## src/rtl/core/cma_pkg.sv

```systemverilog
`timescale 1ns / 1ps
package cma_pkg;

	// default build values
	localparam int MAX_HALF_DEF     = 31;
	localparam int SAMPLE_WIDTH_DEF = 16;

	// window size register
	localparam int CFG_W = 6;
	localparam logic [CFG_W-1:0] CFG_RESET = CFG_W'(1);

	// sequencer states
	typedef enum logic [2:0] {
		ST_IDLE,
		ST_SETUP,
		ST_SUM,
		ST_DIV,
		ST_EMIT
	} cma_state_t;

endpackage

```

## src/rtl/core/cma_if.sv

```systemverilog
`timescale 1ns / 1ps
// input sample channel
interface cma_in_if #(
	parameter int SAMPLE_WIDTH = cma_pkg::SAMPLE_WIDTH_DEF
);
	logic                           valid;
	logic                           ready;
	logic signed [SAMPLE_WIDTH-1:0] sample;
	logic                           end_of_sequence;

	modport source (output valid, output sample, output end_of_sequence, input ready);
	modport sink   (input valid, input sample, input end_of_sequence, output ready);
endinterface

// smoothed result channel
interface cma_out_if #(
	parameter int SAMPLE_WIDTH = cma_pkg::SAMPLE_WIDTH_DEF
);
	logic                           valid;
	logic                           ready;
	logic signed [SAMPLE_WIDTH-1:0] smoothed;
	logic                           last_of_run;

	modport source (output valid, output smoothed, output last_of_run, input ready);
	modport sink   (input valid, input smoothed, input last_of_run, output ready);
endinterface

```

## src/rtl/core/cma_ram.sv

```systemverilog
`timescale 1ns / 1ps
module cma_ram #(
	parameter int WIDTH = 16,
	parameter int DEPTH = 63
) (
	input  logic                     clk,
	input  logic                     we,
	input  logic [$clog2(DEPTH)-1:0] waddr,
	input  logic [WIDTH-1:0]         wdata,
	input  logic                     re,
	input  logic [$clog2(DEPTH)-1:0] raddr,
	output logic [WIDTH-1:0]         rdata
);

	logic [WIDTH-1:0] mem_q [DEPTH];

	// one write port, one registered read port
	always_ff @(posedge clk) begin
		if (we) begin
			mem_q[waddr] <= wdata;
		end
		if (re) begin
			rdata <= mem_q[raddr];
		end
	end

endmodule

```

## src/rtl/core/cma_div.sv

```systemverilog
`timescale 1ns / 1ps
module cma_div #(
	parameter int SUM_W = 22,
	parameter int CNT_W = 6,
	parameter int OUT_W = 16
) (
	input  logic                    clk,
	input  logic                    arst_n,
	input  logic                    start,
	input  logic signed [SUM_W-1:0] dividend,
	input  logic [CNT_W-1:0]        divisor,
	output logic                    done,
	output logic signed [OUT_W-1:0] quotient
);

	localparam int CW = $clog2(SUM_W + 1);

	logic          busy_q;
	logic          done_q;
	logic [CW-1:0] cnt_q;
	logic [SUM_W-1:0] quo_q;
	logic [CNT_W-1:0] rem_q;
	logic [CNT_W-1:0] dvs_q;
	logic             neg_q;

	logic [SUM_W-1:0] mag;
	logic [CNT_W:0]   trial;
	logic [CNT_W:0]   diff;
	logic             ge;
	logic [CNT_W-1:0] rem_n;
	logic [SUM_W-1:0] quo_s;

	// magnitude of the dividend, one restoring step per cycle
	always_comb begin
		mag   = dividend[SUM_W-1] ? (~dividend + 1'b1) : dividend;
		trial = {rem_q, quo_q[SUM_W-1]};
		diff  = trial - {1'b0, dvs_q};
		ge    = trial >= {1'b0, dvs_q};
		rem_n = ge ? diff[CNT_W-1:0] : trial[CNT_W-1:0];
		quo_s = neg_q ? (~quo_q + 1'b1) : quo_q;
	end

	// step counter
	always_ff @(posedge clk or negedge arst_n) begin
		if (!arst_n) begin
			busy_q <= 1'b0;
			done_q <= 1'b0;
			cnt_q  <= '0;
		end else begin
			done_q <= 1'b0;
			if (start) begin
				busy_q <= 1'b1;
				cnt_q  <= CW'(SUM_W);
			end else if (busy_q) begin
				cnt_q <= cnt_q - 1'b1;
				if (cnt_q == CW'(1)) begin
					busy_q <= 1'b0;
					done_q <= 1'b1;
				end
			end
		end
	end

	// quotient and remainder shift
	always_ff @(posedge clk) begin
		if (start) begin
			quo_q <= mag;
			rem_q <= '0;
			neg_q <= dividend[SUM_W-1];
			dvs_q <= divisor;
		end else if (busy_q) begin
			quo_q <= {quo_q[SUM_W-2:0], ge};
			rem_q <= rem_n;
		end
	end

	assign done     = done_q;
	assign quotient = quo_s[OUT_W-1:0];

endmodule

```

## src/rtl/core/centered_moving_average_top.sv

```systemverilog
`timescale 1ns / 1ps
// Centered moving average with truncated edges.
// in_ch carries one sample and an end_of_sequence flag per transfer; out_ch
// carries the smoothed value and last_of_run. cfg_we/cfg_wdata write the
// window size (half width = size / 2, clamped to MAX_HALF); write it only
// while the block is idle.
// A sample that does not yet complete a window is stored and gives no result. Otherwise
// each result takes a setup step, reads and adds the n window samples from
// the ring memory (one read port), starts, runs and finishes the serial
// divider and loads the output register. A final sample produces
// min(h, count - 1) + 1 results back to back in that way.
// in_ch.ready is low from the accepting edge until the last result of that
// sample sits in the output register. The output register holds a result
// while out_ch.ready is low; the sequencer waits on it before loading the
// next one and accepts no new sample meanwhile.
// Reset clears the sequence count, the ring pointer, the output valid and
// sets the window size to 1; the ring contents are not cleared.
module centered_moving_average_top #(
	parameter int MAX_HALF     = cma_pkg::MAX_HALF_DEF,
	parameter int SAMPLE_WIDTH = cma_pkg::SAMPLE_WIDTH_DEF
) (
	input  logic                    clk,
	input  logic                    arst_n,
	input  logic                    cfg_we,
	input  logic [cma_pkg::CFG_W-1:0] cfg_wdata,
	cma_in_if.sink                  in_ch,
	cma_out_if.source               out_ch
);
	import cma_pkg::*;

	localparam int RING  = 2 * MAX_HALF + 1;
	localparam int AGE_W = $clog2(RING);
	localparam int CNT_W = $clog2(RING + 1);
	localparam int SUM_W = SAMPLE_WIDTH + CNT_W;
	localparam logic [CFG_W-1:0] MAX_HALF_C = CFG_W'(MAX_HALF);
	localparam logic [AGE_W-1:0] LAST_SLOT  = AGE_W'(RING - 1);
	localparam logic [CNT_W-1:0] RING_C     = CNT_W'(RING);

	cma_state_t state_q, state_d;

	logic [CFG_W-1:0] cfg_q;
	logic [AGE_W-1:0] wp_q;
	logic [CNT_W-1:0] seen_q;
	logic             out_vld_q;
	logic             rd_vld_s1;
	logic [CNT_W-1:0] rd_left_q;

	logic [AGE_W-1:0] half_q;
	logic [AGE_W-1:0] newest_q;
	logic [CNT_W-1:0] present_q;
	logic             eos_q;
	logic [AGE_W-1:0] c_q;
	logic [AGE_W-1:0] addr_q;
	logic signed [SUM_W-1:0] sum_q;
	logic [CNT_W-1:0] cnt_hold_q;
	logic signed [SAMPLE_WIDTH-1:0] out_data_q;
	logic             out_last_q;

	logic             accept;
	logic [CFG_W-1:0] half_raw;
	logic [AGE_W-1:0] half_n;
	logic [CNT_W-1:0] present_n;
	logic [AGE_W-1:0] pm1_n;
	logic             emit_n;
	logic [AGE_W-1:0] lo;
	logic [AGE_W-1:0] hi_raw;
	logic [AGE_W-1:0] pm1;
	logic [AGE_W-1:0] hi;
	logic [CNT_W-1:0] count;
	logic [AGE_W:0]   start_wide;
	logic [AGE_W-1:0] start_addr;
	logic             sum_done;
	logic             out_free;
	logic             more;

	logic             ram_re;
	logic [SAMPLE_WIDTH-1:0] ram_rdata;
	logic             div_start;
	logic             div_done;
	logic signed [SAMPLE_WIDTH-1:0] div_quo;

	// sample ring
	cma_ram #(
		.WIDTH(SAMPLE_WIDTH),
		.DEPTH(RING)
	) u_ring (
		.clk   (clk),
		.we    (accept),
		.waddr (wp_q),
		.wdata (in_ch.sample),
		.re    (ram_re),
		.raddr (addr_q),
		.rdata (ram_rdata)
	);

	// serial divider for the window average, divisor is the held window count
	cma_div #(
		.SUM_W(SUM_W),
		.CNT_W(CNT_W),
		.OUT_W(SAMPLE_WIDTH)
	) u_div (
		.clk      (clk),
		.arst_n   (arst_n),
		.start    (div_start),
		.dividend (sum_q),
		.divisor  (cnt_hold_q),
		.done     (div_done),
		.quotient (div_quo)
	);

	// accept decision and window bounds
	always_comb begin
		accept    = in_ch.valid && (state_q == ST_IDLE);
		half_raw  = cfg_q >> 1;
		half_n    = (half_raw > MAX_HALF_C) ? AGE_W'(MAX_HALF) : AGE_W'(half_raw);
		present_n = (seen_q == RING_C) ? seen_q : seen_q + 1'b1;
		pm1_n     = AGE_W'(present_n - 1'b1);
		emit_n    = in_ch.end_of_sequence || (present_n > CNT_W'(half_n));

		lo         = (c_q > half_q) ? c_q - half_q : '0;
		hi_raw     = c_q + half_q;
		pm1        = AGE_W'(present_q - 1'b1);
		hi         = (hi_raw > pm1) ? pm1 : hi_raw;
		count      = CNT_W'(hi) - CNT_W'(lo) + 1'b1;
		start_wide = (newest_q >= lo) ? {1'b0, newest_q} - {1'b0, lo}
		                              : {1'b0, newest_q} + (AGE_W+1)'(RING) - {1'b0, lo};
		start_addr = start_wide[AGE_W-1:0];

		sum_done = (rd_left_q == '0) && !rd_vld_s1;
		out_free = !out_vld_q || out_ch.ready;
		more     = eos_q && (c_q != '0);
	end

	// next state
	always_comb begin
		state_d = state_q;
		case (state_q)
			ST_IDLE: begin
				if (accept && emit_n) begin
					state_d = ST_SETUP;
				end
			end
			ST_SETUP: begin
				state_d = ST_SUM;
			end
			ST_SUM: begin
				if (sum_done) begin
					state_d = ST_DIV;
				end
			end
			ST_DIV: begin
				if (div_done) begin
					state_d = ST_EMIT;
				end
			end
			ST_EMIT: begin
				if (out_free) begin
					state_d = more ? ST_SETUP : ST_IDLE;
				end
			end
			default: begin
				state_d = ST_IDLE;
			end
		endcase
	end

	// state outputs
	always_comb begin
		in_ch.ready = 1'b0;
		ram_re      = 1'b0;
		div_start   = 1'b0;
		case (state_q)
			ST_IDLE: begin
				in_ch.ready = 1'b1;
			end
			ST_SUM: begin
				ram_re    = rd_left_q != '0;
				div_start = sum_done;
			end
			default: begin
			end
		endcase
	end

	// control registers
	always_ff @(posedge clk or negedge arst_n) begin
		if (!arst_n) begin
			state_q   <= ST_IDLE;
			cfg_q     <= CFG_RESET;
			wp_q      <= '0;
			seen_q    <= '0;
			out_vld_q <= 1'b0;
			rd_vld_s1 <= 1'b0;
			rd_left_q <= '0;
		end else begin
			state_q <= state_d;
			if (cfg_we) begin
				cfg_q <= cfg_wdata;
			end
			if (accept) begin
				wp_q   <= (wp_q == LAST_SLOT) ? '0 : wp_q + 1'b1;
				seen_q <= in_ch.end_of_sequence ? '0 : present_n;
			end
			if (state_q == ST_SETUP) begin
				rd_left_q <= count;
			end else if (ram_re) begin
				rd_left_q <= rd_left_q - 1'b1;
			end
			rd_vld_s1 <= ram_re;
			if (out_vld_q && out_ch.ready) begin
				out_vld_q <= 1'b0;
			end
			if (state_q == ST_EMIT && out_free) begin
				out_vld_q <= 1'b1;
			end
		end
	end

	// item and accumulator registers
	always_ff @(posedge clk) begin
		if (accept) begin
			half_q    <= half_n;
			newest_q  <= wp_q;
			present_q <= present_n;
			eos_q     <= in_ch.end_of_sequence;
			c_q       <= (in_ch.end_of_sequence && (pm1_n < half_n)) ? pm1_n : half_n;
		end
		if (state_q == ST_SETUP) begin
			addr_q     <= start_addr;
			sum_q      <= '0;
			cnt_hold_q <= count;
		end else begin
			if (ram_re) begin
				addr_q <= (addr_q == '0) ? LAST_SLOT : addr_q - 1'b1;
			end
			if (rd_vld_s1) begin
				sum_q <= sum_q + {{(SUM_W-SAMPLE_WIDTH){ram_rdata[SAMPLE_WIDTH-1]}}, ram_rdata};
			end
		end
		if (state_q == ST_EMIT && out_free) begin
			out_data_q <= div_quo;
			out_last_q <= eos_q && (c_q == '0);
			if (more) begin
				c_q <= c_q - 1'b1;
			end
		end
	end

	assign out_ch.valid       = out_vld_q;
	assign out_ch.smoothed    = out_data_q;
	assign out_ch.last_of_run = out_last_q;

endmodule

```

## src/flat_wrapper.sv

```systemverilog
// flat-port wrapper written by rule: the top's interface ports become plain ports
module centered_moving_average_top_flat import cma_pkg::*;
#(
	parameter int MAX_HALF     = cma_pkg::MAX_HALF_DEF,
	parameter int SAMPLE_WIDTH = cma_pkg::SAMPLE_WIDTH_DEF
)
  (clk, arst_n, cfg_we, cfg_wdata, in_ch_valid, in_ch_sample, in_ch_end_of_sequence, in_ch_ready, out_ch_valid, out_ch_smoothed, out_ch_last_of_run, out_ch_ready);
  cma_in_if #(.SAMPLE_WIDTH(SAMPLE_WIDTH)) in_ch_i ();
  cma_out_if #(.SAMPLE_WIDTH(SAMPLE_WIDTH)) out_ch_i ();
  input  logic clk;
  input  logic arst_n;
  input  logic cfg_we;
  input  logic [cma_pkg::CFG_W-1:0] cfg_wdata;
  input wire logic [$bits(in_ch_i.valid)-1:0] in_ch_valid;
  input wire logic [$bits(in_ch_i.sample)-1:0] in_ch_sample;
  input wire logic [$bits(in_ch_i.end_of_sequence)-1:0] in_ch_end_of_sequence;
  output wire logic [$bits(in_ch_i.ready)-1:0] in_ch_ready;
  output wire logic [$bits(out_ch_i.valid)-1:0] out_ch_valid;
  output wire logic [$bits(out_ch_i.smoothed)-1:0] out_ch_smoothed;
  output wire logic [$bits(out_ch_i.last_of_run)-1:0] out_ch_last_of_run;
  input wire logic [$bits(out_ch_i.ready)-1:0] out_ch_ready;
  assign in_ch_i.valid = in_ch_valid;
  assign in_ch_i.sample = in_ch_sample;
  assign in_ch_i.end_of_sequence = in_ch_end_of_sequence;
  assign in_ch_ready = in_ch_i.ready;
  assign out_ch_valid = out_ch_i.valid;
  assign out_ch_smoothed = out_ch_i.smoothed;
  assign out_ch_last_of_run = out_ch_i.last_of_run;
  assign out_ch_i.ready = out_ch_ready;
  centered_moving_average_top #(.MAX_HALF(MAX_HALF), .SAMPLE_WIDTH(SAMPLE_WIDTH)) u_core (.clk(clk), .arst_n(arst_n), .cfg_we(cfg_we), .cfg_wdata(cfg_wdata), .in_ch(in_ch_i), .out_ch(out_ch_i));
endmodule
```

## config.mk

```make
export PLATFORM = sky130hd
export DESIGN_NAME = centered_moving_average_top_flat
export DESIGN_NICKNAME = d
export VERILOG_FILES = /design/src/rtl/core/cma_pkg.sv /design/src/rtl/core/cma_if.sv /design/src/rtl/core/cma_ram.sv /design/src/rtl/core/cma_div.sv /design/src/rtl/core/centered_moving_average_top.sv /design/src/flat_wrapper.sv
export SDC_FILE = /design/constraint.sdc
export NUM_CORES = 1
export LEC_CHECK = 0
export ABC_AREA = 0
export BUFFER_PORTS_ARGS = -buffer_cell sky130_fd_sc_hd__buf_4
export CORE_ASPECT_RATIO = 0.8
export CORE_MARGIN = 4
export CORE_UTILIZATION = 50
export CTS_BUF_LIST = sky130_fd_sc_hd__clkbuf_2 sky130_fd_sc_hd__clkbuf_4 sky130_fd_sc_hd__clkbuf_8
export DETAILED_ROUTE_END_ITERATION = 10
export GPL_TIMING_DRIVEN = 0
export HOLD_SLACK_MARGIN = 0.12
export PLACE_DENSITY = 0.65
export SYNTH_ARGS = -nofsm -noshare
export SYNTH_HDL_FRONTEND = slang
export SYNTH_HIERARCHICAL = 1
export SYNTH_SLANG_ARGS = --single-unit
export TNS_END_PERCENT = 10
```

## constraint.sdc

```tcl
create_clock -name clk -period 6.64 [get_ports clk]
set_input_delay 0.664 -clock clk [delete_from_list [all_inputs] [get_ports clk]]
set_output_delay 0.664 -clock clk [all_outputs]
set_load 0.005 [all_outputs]
```

==> results.toml <==
[outcome]
status = "completed"

[synthesis]
syn_area_um2 = 49100
yosys_warnings = 6
seq_area_frac_synth_pct = 70.4
ys.flop_type = "edfxtp_1"
synth_cells = 2834
synth_edf_count = 1100
synth_cell_type_count = 94
synthesis.nets = 2953
synthArstFlopShare_pct = 2.99
ys_ff_latch = 1169
avgSynthCellArea_um2 = 17.3

[cts]
clock_latency_ps = 900
cts.path.max_buffers = 3
cts_tree = "built"
root_buffer = "clkbuf_8"
post_cts_buffers = 0
cts_buffers = 178
postCtsHoldBufs = 13
cts-resized-gates = 0
cts_max_level = 4
clk_pin_slew_ps = 60
cts_sinks = 1169

[timing]
slew_headroom_pct = 11.9
tightestPinTransition_ps = 1320
setup_viol = 0
finalCritPeriodShare_pct = 69.1
fmax_mhz = 218
slew_violations = 0
hold_viol = 0
rsz0062_at_grt = "false"
fin_crit_ps = 4590
setup_tns_ps = 0
finalClockSkew_ps = 69.0

[setup_path]
reg2reg_from = "u_core/half_q[0]$_DFFE_PP_"
timing.critical_path.mode_cell = "ha_1"
critPathMaxStageDelay_ps = 460
critPathMaxFanout = 6
cp_top_family = "adder cells"
crit_type = "flop to flop"
cp_num_buf_inv = 2
worstSetupEndpointType = "flop"
worstReg2RegEnd = "u_core/cnt_hold_q[5]$_DFFE_PP_"
ff2ff_setup_slack_ps = 2050
crit_path_top_delay_cell = "fa_1"
path_cells = "ha_1 -> fa_1 -> a21oi_1 -> nor2_1 -> nor2_1 -> xor2_1 -> ha_1 -> a211oi_1 -> a21o_1 -> a21oi_1 -> ha_1 -> inv_1 -> ha_1 -> fa_1 -> a21o_1 -> a21oi_1 -> xnor2_1 -> xor3_1 -> inv_1"
cp_data_arrival_time_ps = 5180
crit_required_ps = 7230
r2r_cells = 19
crit_path_start_kind = "flop"

[finish]
final_common_cell = "edfxtp_1"
fin_nets = 3249
regArea_um2 = 34600
nFillCells = 7231
final_cell_mix = "edfxtp_1, mux4_2, clkbuf_8"
drive_gt1_share_pct = 24.1
area_delta_synth_final_pct = 13.7
multi_input_area_um2 = 13600

[die]
dieWidth_um = 358
rows = 102
coreArea_um2 = 97100
die_area_um2 = 103000
die_h_um = 288
ios = 47
initial_utilization_pct = 50.6

[power_and_ir_drop]
ir_worst_vdd_v = 0.000263
p_leak_nw = 18.6
p_sw_share_pct = 36.6
sequentialPowerShare_pct = 37.4
comb_power_share_pct = 38.2
p_clk_share_pct = 24.3
power_w = 0.0237
p_per_area_nw_per_um2 = 424
switchingPower_w = 0.00867
p_int_w = 0.0150

[global_routing]
grt_pass1_wl_um = 192000
grt_pass1_vias = 28100
antenna_found_initial = 8
grt_max_degree = 64
grt-ovfl-total = 0
grt.total_usage_pct = 25.7

[detailed_routing]
route.met2.wl_um = 59600
dr_wl_met3_um = 15700
wl_per_cell_um = 28.6
avgViaCountPerCell = 6.29
drc_errors = 0
drt-initial-drc-count = 3893
dr.pass1.iters = 5
maxUsedRoutingLayer = "met5"
drt-met1-wl_um = 51000
routed_wirelength_um = 131000
vias = 28800
ant_nets = 0

[placed_design]
place.gp.congestion = 0.973
place_hpwl_um = 88300
io_buffers = 44

[worst_hold_path]
hp-class = "input port to flop"
whs_path_depth = 3
whs_endpoint = "u_core/cfg_q[3]$_DFFE_PN0P_"
hp-start = "cfg_we"

[run]
max-cap-violations = 0
## layer usage
metal | global-route usage, % | vias to the layer above
li1 | - | 12000
met1 | 35.9 | 14700
met2 | 38.8 | 1800
met3 | 7.34 | 284
met4 | 9.74 | 2
met5 | 0 | -
## cell type report
cell class / instances / share of cell area, %
flip-flops and latches: 1169 / 61.9
multi-input cells: 1454 / 24.4
clock buffers: 245 / 5.31
well taps: 1300 / 2.91
repair buffers: 116 / 2.64
plain buffers: 144 / 1.41
clock inverters: 76 / 0.878
inverters: 67 / 0.450
diodes: 6 / 0.0269
## sequential cells by signal (all words and copies together) (netlist names), 5 cells and up
name and cells:
u_core/cfg_q 5, u_core/u_div/rem_q 6, u_core/rd_left_q 6, u_core/u_div/quo_q 22, u_core/present_q 6, u_core/c_q 6, u_core/sum_q 22, u_core/newest_q 6
u_core/seen_q 6, u_core/u_ring/mem_q 1008, u_core/out_ch.smoothed 16, u_core/addr_q 6, u_core/u_div/cnt_q 5, u_core/u_div/dvs_q 6, u_core/half_q 5, u_core/cnt_hold_q 6
u_core/u_ring/rdata 16, u_core/wp_q 6
## logic make-up (layout without fill, tap and decap cells)
group | after synthesis | count (layout) | synth area share, %
AO/OA/AOI/OAI | 435 | 435 | 5.87
XOR/XNOR | 77 | 77 | 1.40
adder cells (fa/ha/maj) | 91 | 91 | 2.43
buffers and inverters | 211 | 648 | 2.12
flip-flops | 1169 | 1169 | 70.4
multiplexers | 316 | 316 | 12.3
other | 0 | 6 | 0
AND/OR/NAND/NOR | 535 | 535 | 5.47
## power groups by stage
| stage | Clock [W] | Sequential [W] | Combinational [W] |
|---|---|---|---|
| after floorplan | 0 | 0.00888 | 0.00589 |
| after global placement | 0 | 0.00900 | 0.00860 |
| after detailed placement | 0 | 0.00902 | 0.00880 |
| after CTS | 0.00589 | 0.00887 | 0.00886 |
| after global routing | 0.00627 | 0.00892 | 0.00958 |
| final | 0.00577 | 0.00888 | 0.00906 |
## worst reg2reg max path: stages (launching register included)
cell	delay, ps
edfxtp_1	410
ha_1	250
fa_1	420
a21oi_1	140
nor2_1	60
nor2_1	120
xor2_1	230
ha_1	300
a211oi_1	300
a21o_1	240
a21oi_1	110
ha_1	280
inv_1	40
ha_1	220
fa_1	460
a21o_1	180
a21oi_1	170
xnor2_1	140
xor3_1	200
inv_1	50
## worst max-delay path by stage
| stage | from | end | slack (ps) | depth (start not counted) |
|---|---|---|---|---|
| after floorplan | u_core/half_q[0]$_DFFE_PP_ | u_core/cnt_hold_q[5]$_DFFE_PP_ | 2460 | 19 |
| after global placement | u_core/state_q[2]$_DFFE_PN0P_ | u_core/u_ring/mem_q[32][10]$_DFFE_PP_ | 1590 | 6 |
| after detailed placement | u_core/half_q[0]$_DFFE_PP_ | u_core/cnt_hold_q[5]$_DFFE_PP_ | 2110 | 19 |
| after CTS | u_core/half_q[0]$_DFFE_PP_ | u_core/rd_left_q[5]$_DFFE_PN0P_ | 2050 | 19 |
| after global routing | u_core/c_q[0]$_DFF_P_ | u_core/addr_q[5]$_DFFE_PP_ | 1720 | 18 |
| final | u_core/half_q[0]$_DFFE_PP_ | u_core/cnt_hold_q[5]$_DFFE_PP_ | 2050 | 19 |
## through the flow
step | std cells | area [um2] | hold WS (ps) | util [%] | worst slack (ps)
final | 4577 | 55800 | 211 | 57.5 | 2050
after global routing | 4574 | 55800 | 209 | 57.5 | 1720
after CTS | 4571 | 55800 | 135 | 57.5 | 2050
after detailed placement | 4237 | 52200 | 405 | 53.8 | 2110
after global placement | 4178 | 51100 | 405 | 52.6 | 1590
after floorplan | 2834 | 49100 | 368 | - | 2460
## cells in the mapped netlist (40+ instances only)
cell      instances  area share (%)
a21oi_1         100             1.0
a22oi_1          44            0.67
clkbuf_1         66            0.50
edfxtp_1       1100              67
ha_1             84             2.1
inv_1            67            0.51
mux2i_1          74             1.5
mux4_2          225              10
nand2_1         104            0.79
nand3_1          42            0.43
nor2_1          169             1.3
nor3_1           51            0.52
o21ai_0          86            0.88
xnor2_1          40            0.71
(Power assumes the default switching activity.)
